[config.mk]
export PLATFORM = sky130hd
export DESIGN_NAME = esa_cell
export DESIGN_NICKNAME = d
export VERILOG_FILES = /design/src/hdl/esa_pkg.sv /design/src/hdl/esa_cell.sv
export SDC_FILE = /design/constraint.sdc
export NUM_CORES = 1
export LEC_CHECK = 0
export BUFFER_PORTS_ARGS = -buffer_cell sky130_fd_sc_hd__buf_2
export CORE_MARGIN = 2
export CORE_UTILIZATION = 37
export CTS_CLUSTER_DIAMETER = 80
export DETAILED_ROUTE_END_ITERATION = 8
export GPL_ROUTABILITY_DRIVEN = 0
export PLACE_DENSITY = 0.69
export SLEW_MARGIN = 20
export SYNTH_ARGS = -nofsm -noshare
export SYNTH_HDL_FRONTEND = slang
export SYNTH_SLANG_ARGS = --single-unit
[constraint.sdc]
create_clock -name clk -period 3.35 [get_ports clk]
set_clock_uncertainty 0.05 [all_clocks]
set_input_delay 0.1675 -clock clk [delete_from_list [all_inputs] [get_ports clk]]
set_output_delay 0.1675 -clock clk [all_outputs]
set_load 0.02 [all_outputs]
[src/hdl/esa_pkg.sv]
`timescale 1ns / 1ps
// ----------------------------------------------------------------------------
// esa_pkg
// Shared types and constants of the entity slot allocator.
// ----------------------------------------------------------------------------
package esa_pkg;

    localparam int ID_W          = 64;
    localparam int SLOT_W        = 8;
    localparam int FILL_W        = 9;
    localparam int RESERVED_SLOT = 256;
    localparam int NUM_CELLS     = 255;
    localparam int SLOT_LIMIT    = (RESERVED_SLOT < 256) ? RESERVED_SLOT : 256;
    localparam int GROUP_SIZE    = 16;
    localparam int NUM_GROUPS    = (NUM_CELLS + GROUP_SIZE) / GROUP_SIZE;

    typedef enum logic [2:0] {
        ST_NULL    = 3'd0,
        ST_FOUND   = 3'd1,
        ST_NEW     = 3'd2,
        ST_FULL    = 3'd3,
        ST_CLEARED = 3'd4
    } status_t;

    typedef enum logic {
        MODE_ACQUIRE = 1'b0,
        MODE_CLEAR   = 1'b1
    } mode_t;

    typedef enum logic [2:0] {
        S_IDLE,
        S_CMP,
        S_MRG1,
        S_MRG2,
        S_DEC,
        S_RESP
    } state_t;

    typedef struct packed {
        logic              wr_en;
        logic [SLOT_W-1:0] wr_slot;
        logic [FILL_W-1:0] fill;
    } cell_ctl_t;

endpackage

[src/hdl/esa_cell.sv]
`timescale 1ns / 1ps
// ----------------------------------------------------------------------------
// esa_cell
// One slot of the table: holds its identifier and flags a match on the key.
// ----------------------------------------------------------------------------
module esa_cell
(
    input  logic                          clk,
    input  logic                          rst_n,
    input  logic [esa_pkg::SLOT_W-1:0]    slot_index,
    input  logic [esa_pkg::ID_W-1:0]      key,
    input  esa_pkg::cell_ctl_t            ctl,
    output logic                          hit
);
    import esa_pkg::*;

    logic [ID_W-1:0] id_reg;
    logic            hit_reg;
    logic            hit_next;
    logic            in_use;

    assign in_use   = {1'b0, slot_index} < ctl.fill;
    assign hit_next = in_use && (id_reg == key);
    assign hit      = hit_reg;

    always_ff @(posedge clk)
    begin
        if (ctl.wr_en && (ctl.wr_slot == slot_index))
        begin
            id_reg <= key;
        end
    end

    always_ff @(posedge clk or negedge rst_n)
    begin
        if (!rst_n)
        begin
            hit_reg <= 1'b0;
        end
        else
        begin
            hit_reg <= hit_next;
        end
    end

endmodule

Word level (Yosys, flattened, before mapping)
Index checks and enable logic that the tools add are counted.
Widths: inputs -> output; s select.
{"block": "totals", "register_bits": 65, "in_bits": 92}
{"block": "op_classes", "n_lt_le_gt_ge": 1, "eq_ne": 2, "n_reduce_logical": 2}
{"operator": "$eq 64x64->1", "count": 1}
{"operator": "$lt 8x9->1", "count": 1}
{"operator": "$eq 8x8->1", "count": 1}
{"operator": "$logic_and 1x1->1", "count": 2}

Longest topological paths before layout
Gate-level depths: netlist of run 1.
{"block": "depth", "depth_word": 2, "ltp_mapped": 6, "depth_no_buf": 6}

Worst setup path before layout of run 1
No wires, ideal clock.
{"block": "synth_path", "path_kind": "input-to-reg", "startpoint": "in ctl[13] (netlist name)", "endpoint": "reg id_reg[0], enable pin", "setup_time_ps": 644, "t_arrival_ps": 6729, "required_time_ps": 2656, "slack_ps": -4073, "stages": 4, "path_buffers": 0, "cell_sequence": "xor2_1 nor4_1 nand3_1 nor4_1"}
{"block": "synth_between", "elab_chain_cells": 2}
{"item": "start, declared", "line": "esa_cell.sv:12", "source": "input esa_pkg::cell_ctl_t ctl,"}
{"item": "$eq 8x8->1", "line": "esa_cell.sv:28", "source": "if (ctl.wr_en && (ctl.wr_slot == slot_index))"}
{"item": "$logic_and 1x1->1", "line": "esa_cell.sv:28"}
{"item": "end signal, assigned", "line": "esa_cell.sv:30", "source": "id_reg <= key;"}
{"item": "end, declared", "line": "esa_cell.sv:17", "source": "logic [ID_W-1:0] id_reg;"}
Every way passes these cells.
A chain may end at the register's enable or synchronous reset.

Final worst setup path of run 1
{"block": "layout_path", "startpoint": "in ctl[11] (netlist name)", "endpoint": "reg id_reg[20], enable pin"}
The elaborated chain is that of the path after synthesis.

==> results of run 1 <==
## power groups by stage
stage	Clock [uW]	Combinational, uW	Sequential, uW
finish	617	205	897
global route	664	227	896
CTS	634	206	897
detailed placement	0	149	914
global placement	0	145	914
floorplan	0	63.9	915
## placed cells by master (no fill, tap or decap), types with 2 or more instances in the layout
cell type,instances
a2bb2oi_1,2
o2111ai_1,2
clkbuf_8,9
inv_1,24
buf_2,92
a221oi_1,2
edfxtp_1,64
nand4_1,8
a22oi_1,2
xnor2_1,25
and3_1,2
o2bb2ai_1,3
clkinv_1,4
clkbuf_1,2
nor4_4,2
xor2_1,31
o22ai_1,5
ha_1,7
dlygate4sd3_1,63
nand3_1,3
nor4_1,8
## routing by layer
layer	vias up	track usage	wire, um	part of all wire
met5	-	0	0	0
met4	0	0.0435	68	0.011
met2	67	0.265	3120	0.49
met1	993	0.178	2750	0.43
met3	6	0.0441	397	0.063
li1	1088	-	-	-
## metrics by stage
| stage | power [uW] | cells | setup slack (ps) | utilization | area (um2) |
|---|---|---|---|---|---|
| floorplan | 979 | 203 | 115 | - | 3020 |
| global placement | 1060 | 398 | 1210 | 0.463 | 3610 |
| detailed placement | 1060 | 398 | 1190 | 0.463 | 3610 |
| CTS | 1740 | 477 | 1550 | 0.566 | 4420 |
| global route | 1790 | 477 | 1380 | 0.566 | 4420 |
| finish | 1720 | 477 | 1520 | 0.566 | 4420 |
## final cells by class
cell class / instances / area (um2)
fill: 673 / 3390
sequential: 65 / 1950
timing repair buffer: 156 / 1100
multi-input combinational: 113 / 977
clock buffer: 11 / 131
tap: 102 / 128
inverter: 25 / 93.8
clock inverter: 5 / 46.3
## cell families (layout without fill, tap and decap cells)
group                    Yosys count  in the layout  synth area share
flip-flops                        65             65             0.648
XOR/XNOR                          56             56             0.163
AND/OR/NAND/NOR                   27             27            0.0612
buffers and inverters             25            197            0.0313
AO/OA/AOI/OAI                     23             23            0.0667
adder cells (fa/ha/maj)            7              7            0.0292
## path summary, 6_finish.rpt
path / from / end / slack (ps) / cells after the start
hold / removal: key[49] / id_reg[49]$_DFFE_PP_ / 10 / 1
hold reg to reg: id_reg[15]$_DFFE_PP_ / hit$_DFF_PN0_ / 560 / 3
min in group asynchronous: rst_n / hit$_DFF_PN0_ / 120 / 2
max in group asynchronous: rst_n / hit$_DFF_PN0_ / 3040 / 2
setup / recovery: ctl[11] / id_reg[20]$_DFFE_PP_ / 1520 / 6
setup reg to reg: id_reg[40]$_DFFE_PP_ / hit$_DFF_PN0_ / 1770 / 5
==> impl_metrics.toml, run 1 <==
[worst_setup_path]
critPathMaxFanout = 64
critical-path-top-delay-family = "buffers and inverters"
critPathLaunchType = "input port"
cp_cell_sequence = "buf_2 -> xor2_1 -> nor4_1 -> nand3_1 -> nor4_4 -> buf_4"
setup.worst_path.class = "input port to flip-flop"
slowest_stage = "buf_4"
cp.required_ps = 3250
slowest_delay_ps = 680
cp.buffers_inverters = 2
arrival_ps = 1730
cp-end-kind = "flip-flop"

[final_layout]
number_of_diodes = 0
finalNetCount = 469
post_route_cells_drive_above_1_share = 0.288
area_growth_syn_to_layout_pct = 47.2
number_of_flip_flops_under_the_largest_register_name = 64

[detailed_routing]
total_wirelength_mm = 6.34
drt_pre_antenna_iters = 4
wl_per_cell_um = 13.3
drc_violation_count_after_routing = 0
vias = 2154
final_antenna_net_count = 0
initial_drt_markers = 85
avgViaCountPerCell = 4.52

[power_and_ir_drop]
leakage_power_uw = 0.00176
pwr_density_cell_nw_per_um2 = 389
ir_drop_mv = 0.304
seq_power_share = 0.522
power.share.combinational = 0.119
internal_power_uw = 1360
power.switching_fraction = 0.211
power.switching_uw = 362
clock_power_share = 0.359

[cts]
max-clock-path-buffers = 2
cts.htree.levels = 3
clock_tree_from_tritoncts = "yes"
clk_pin_slew_worst_paths_ps = 70
worstSkewPairLatency_ps = 330
ctsResizeCount = 0
cts_root_buffer = "clkbuf_8"
cts-buffers-inserted = 9
cts_hold_buf = 63
post-cts-setup-buffers = 0
clock-sinks = 65

[run]
timing.max_cap.violations = 0

[synth]
mapped_area_um2 = 3000
warning_count_from_the_yosys_run = 0
postSynthRegisterBits = 65
yosys_most_used_dff = "edfxtp_1"
synth_sequential_area_ratio = 0.648
synth.net_count = 302
synth-async-reset-ratio = 0.0154
ys_top_cells_by_area = "edfxtp_1 64%, xor2_1 9.0%, xnor2_1 7.3%"
synthesis.instances = 203
synth.cells.most_frequent = "64 x edfxtp_1, 31 x xor2_1, 25 x xnor2_1"
synth_area_leader_cell = "edfxtp_1"
average_cell_area_after_synthesis_um2 = 14.8
synth-edff-count = 64
synth_cell_types = 29
most_frequent_cell_after_synthesis = "edfxtp_1"
yosys.area.top_type_share = 0.640

[global_route]
globalRoute.totalOverflow = 0
globalRouteTotalUtil = 0.151
maximum_number_of_pins_on_one_net_before_global_route_repair = 65
grt_pass1_wl_mm = 10.1
vias_in_the_first_global_route = 2271
grt_antenna_before_repair = 0

[placement]
dpl.hpwl_mm = 4.36
port_buffers = 92

[floorplanning]
design.core.area_um2 = 7810
num_io_pins = 93
die_h_um = 94.1
initial_core_util = 0.385
dieWidth_um = 94.1
fp.dieArea_um2 = 8850
core.rowCount = 32

[timing]
timing.max_slew.rel_slack = 0.447
holdWs_ps = 14.3
worstMarginPinSlew_ps = 830
rsz0062_at_grt = "no"
fin_crit_sh = 0.546
tns_ps = 0
slew_viol_final = 0
fmax_mhz = 547
final.min_clock_period_ps = 1830
final-hold-violation-count = 0
setup_viol = 0

[outcome]
status = "finished clean"

[min_path]
min-delay-path-class = "input port to flip-flop"
No activity file was read; power rests on OpenSTA's default activity.
==> run 2: changes to the inputs <==
ABC_AREA = 1   (was not set)
PLACE_DENSITY = 0.7   (was 0.69)
clock period = 1.5 ns   (was 3.35 ns; I/O delays follow)
==> run 2 against run 1 <==
Effect of this change: global-route usage increased by 0.22 points; largest cell class unchanged; flip-flop and latch count unchanged; critical path depth increased by 5; synthesized cell count increased by 88%; highest routed layer unchanged; hold slack improved by 280 ps; critical path type unchanged; via count increased by 32%; register-to-register slack got worse by 1500 ps; sequential share of layout area decreased by 4.7 points.
==> impl_metrics.toml, run 2 <==
[outcome]
status = "finished clean"

[synth]
synth-adder-area-share = 0.0259
synth-edff-count = 64
yosys_most_used_dff = "edfxtp_1"
average_cell_area_after_synthesis_um2 = 8.85
ys_top_cells_by_area = "edfxtp_1 57%, nand2_1 13%, inv_1 9.3%"
post_synth_and_or_nand_nor_area_fraction = 0.220
synth_cell_types = 18
warning_count_from_the_yosys_run = 0
synth-compound-area-share = 0.0200
synth.net_count = 481
synth_sequential_area_ratio = 0.576
synth-async-reset-ratio = 0.0154
main_combinational_cell_family_by_area_after_synthesis = "simple AND/OR/NAND/NOR gates"
synthXorXnorAreaFrac = 0.0648
synthesis.instances = 382
synthMuxAreaShare = 0
yosys.area.top_type_share = 0.568
postSynthRegisterBits = 65
synth_area_leader_cell = "edfxtp_1"
synth.cells.most_frequent = "119 x nand2_1, 84 x inv_1, 64 x edfxtp_1"
mapped_area_um2 = 3380
most_frequent_cell_after_synthesis = "nand2_1"

[floorplanning]
design.core.area_um2 = 8810
core.rowCount = 34
num_io_pins = 93
dieWidth_um = 99.6
die_h_um = 99.6
initial_core_util = 0.384
fp.dieArea_um2 = 9920

[power_and_ir_drop]
power.switching_fraction = 0.208
ir_drop_mv = 0.501
pwr_density_cell_nw_per_um2 = 863
seq_power_share = 0.469
report.power.total_uw = 4270
power.switching_uw = 888
power.share.combinational = 0.116
clock_power_share = 0.415
internal_power_uw = 3380
leakage_power_uw = 0.00239

[cts]
cts-buffers-inserted = 9
post-cts-setup-buffers = 0
cts_root_buffer = "clkbuf_8"
cts.htree.levels = 3
max-clock-path-buffers = 2
worstSkewPairLatency_ps = 340
clk_pin_slew_worst_paths_ps = 70
clock-sinks = 65
clock_tree_from_tritoncts = "yes"

[timing]
setup_viol = 0
rsz0062_at_grt = "no"
finalWorstSetupSlack_ps = 227
fin_crit_sh = 0.849
slew_viol_final = 0
tns_ps = 0
holdWs_ps = 293
timing.max_slew.rel_slack = 0.804
worstMarginPinSlew_ps = 293
fmax_mhz = 785
final.min_clock_period_ps = 1270
final-hold-violation-count = 0

[worst_setup_path]
cp.required_ps = 1720
ff2ff_setup_slack_ps = 240
arrival_ps = 1500
worst_r2r_endpoint = "hit$_DFF_PN0_"
cp-end-kind = "flip-flop"
critPathLaunchType = "input port"
critPathMaxFanout = 3
reg2regPathDepth = 9
worst_r2r_startpoint = "id_reg[24]$_DFFE_PP_"
setup.worst_path.class = "input port to flip-flop"

[min_path]
min_delay_worst_endpoint = "id_reg[4]$_DFFE_PP_"
min-delay-path-class = "input port to flip-flop"
whs_path_depth = 3
holdCritStartpoint = "ctl[17]"

[global_route]
grt_pass1_wl_mm = 12.0
vias_in_the_first_global_route = 2859
grt_antenna_before_repair = 0
globalRoute.totalOverflow = 0
globalRouteTotalUtil = 0.153
maximum_number_of_pins_on_one_net_before_global_route_repair = 38

[detailed_routing]
final_antenna_net_count = 0
avgViaCountPerCell = 4.28
drt_pre_antenna_iters = 4
initial_drt_markers = 101
total_wirelength_mm = 7.16
vias = 2846
drc_violation_count_after_routing = 0
wl_per_cell_um = 10.8

[final_layout]
finalNetCount = 652
fillcell_total = 785
post_route_cells_drive_above_1_share = 0.210
layout.cells.most_common_list = "119 x nand2_1, 92 x buf_2, 84 x inv_1"
number_of_flip_flops_under_the_largest_register_name = 64
mostFrequentLayoutCell = "nand2_1"
final_cells = 665
number_of_diodes = 0
area_growth_syn_to_layout_pct = 46.3

[placement]
port_buffers = 92
placedCellCount = 584
dpl.hpwl_mm = 5.06
place_ws_ps = -55.2

[run]
timing.max_cap.violations = 0
==> run 2: changes by cell type in the layout (fill, tap and decap cells not counted), sizes merged, moves of 3 or more <==
| cell | before | now |
|---|---|---|
| clkinv | 5 | 2 |
| inv | 24 | 84 |
| dlygate4sd3 | 63 | 66 |
| nor2 | 1 | 55 |
| nor4 | 11 | 0 |
| xor2 | 31 | 3 |
| o22ai | 5 | 2 |
| o21ai | 0 | 6 |
| o2bb2ai | 3 | 0 |
| nand2 | 0 | 119 |
| xnor2 | 25 | 22 |
==> run 2: cells by family (layout without fill, tap and decap cells) <==
group / Yosys count / after routing
AO/OA/AOI/OAI: 12 / 12
XOR/XNOR: 25 / 25
adder cells (fa/ha/maj): 7 / 7
buffers and inverters: 84 / 259
flip-flops: 65 / 65
AND/OR/NAND/NOR: 189 / 189
==> run 2: routing by layer <==
metal,vias to the layer above,share of wire,wire length (um),track usage
li1,1515,-,-,-
met1,1247,0.44,3170,0.176
met2,72,0.49,3540,0.269
met3,12,0.047,340,0.0387
met4,0,0.015,108,0.0664
met5,-,0,0,0
==> run 2: power by group through the flow <==
| stage | clock [uW] | combinational, uW | sequential [uW] |
|---|---|---|---|
| 6_report | 1770 | 497 | 2000 |
| 2_1_floorplan | 0 | 167 | 2040 |
| 3_5_place_dp | 0 | 367 | 2040 |
| 5_1_grt | 1870 | 561 | 2000 |
| 3_3_place_gp | 0 | 355 | 2040 |
| 4_1_cts | 1800 | 499 | 2000 |
==> run 2: through the flow <==
stage,util,cell area (um2)
2_1_floorplan,-,3410
3_3_place_gp,0.460,4050
3_5_place_dp,0.460,4050
4_1_cts,0.561,4940
5_1_grt,0.562,4950
6_report,0.562,4950
==> run 2: cell type report <==
type                       instances  area (um2)  share of cell area
inverter                          84         315              0.0637
multi-input combinational        233        1160               0.234
sequential                        65        1950               0.394
tap                              108         135              0.0273
clock buffer                       9         124              0.0250
clock inverter                     6         108              0.0218
timing repair buffer             160        1160               0.235
==> run 2: worst max path at each step <==
stage,from,endpoint,slack (ps),depth (start not counted)
after floorplan,slot_index[0],id_reg[0]$_DFFE_PP_,-1040,3
after global placement,slot_index[0],id_reg[22]$_DFFE_PP_,-5,5
after detailed placement,ctl[16],id_reg[22]$_DFFE_PP_,-60,5
after CTS,id_reg[24]$_DFFE_PP_,hit$_DFF_PN0_,190,9
after global routing,id_reg[24]$_DFFE_PP_,hit$_DFF_PN0_,20,9
final,key[25],hit$_DFF_PN0_,230,11
==> run 2: repair_timing <==
item,CTS,global route
endpoints found under the setup margin,0,1
gates resized for setup,0,2
hold buffers,66,0
endpoints found under the hold margin,65,0
==> run 2: critical path, cell delays in order <==
cell and delay (ps):
dlygate4sd3_1 530, buf_2 140, nand2_1 70, nand2_1 50
nor2_1 110, nand2_1 60, nor2_1 130, nand2_1 90
nor2_2 90, nand2_1 50, nor2_1 80
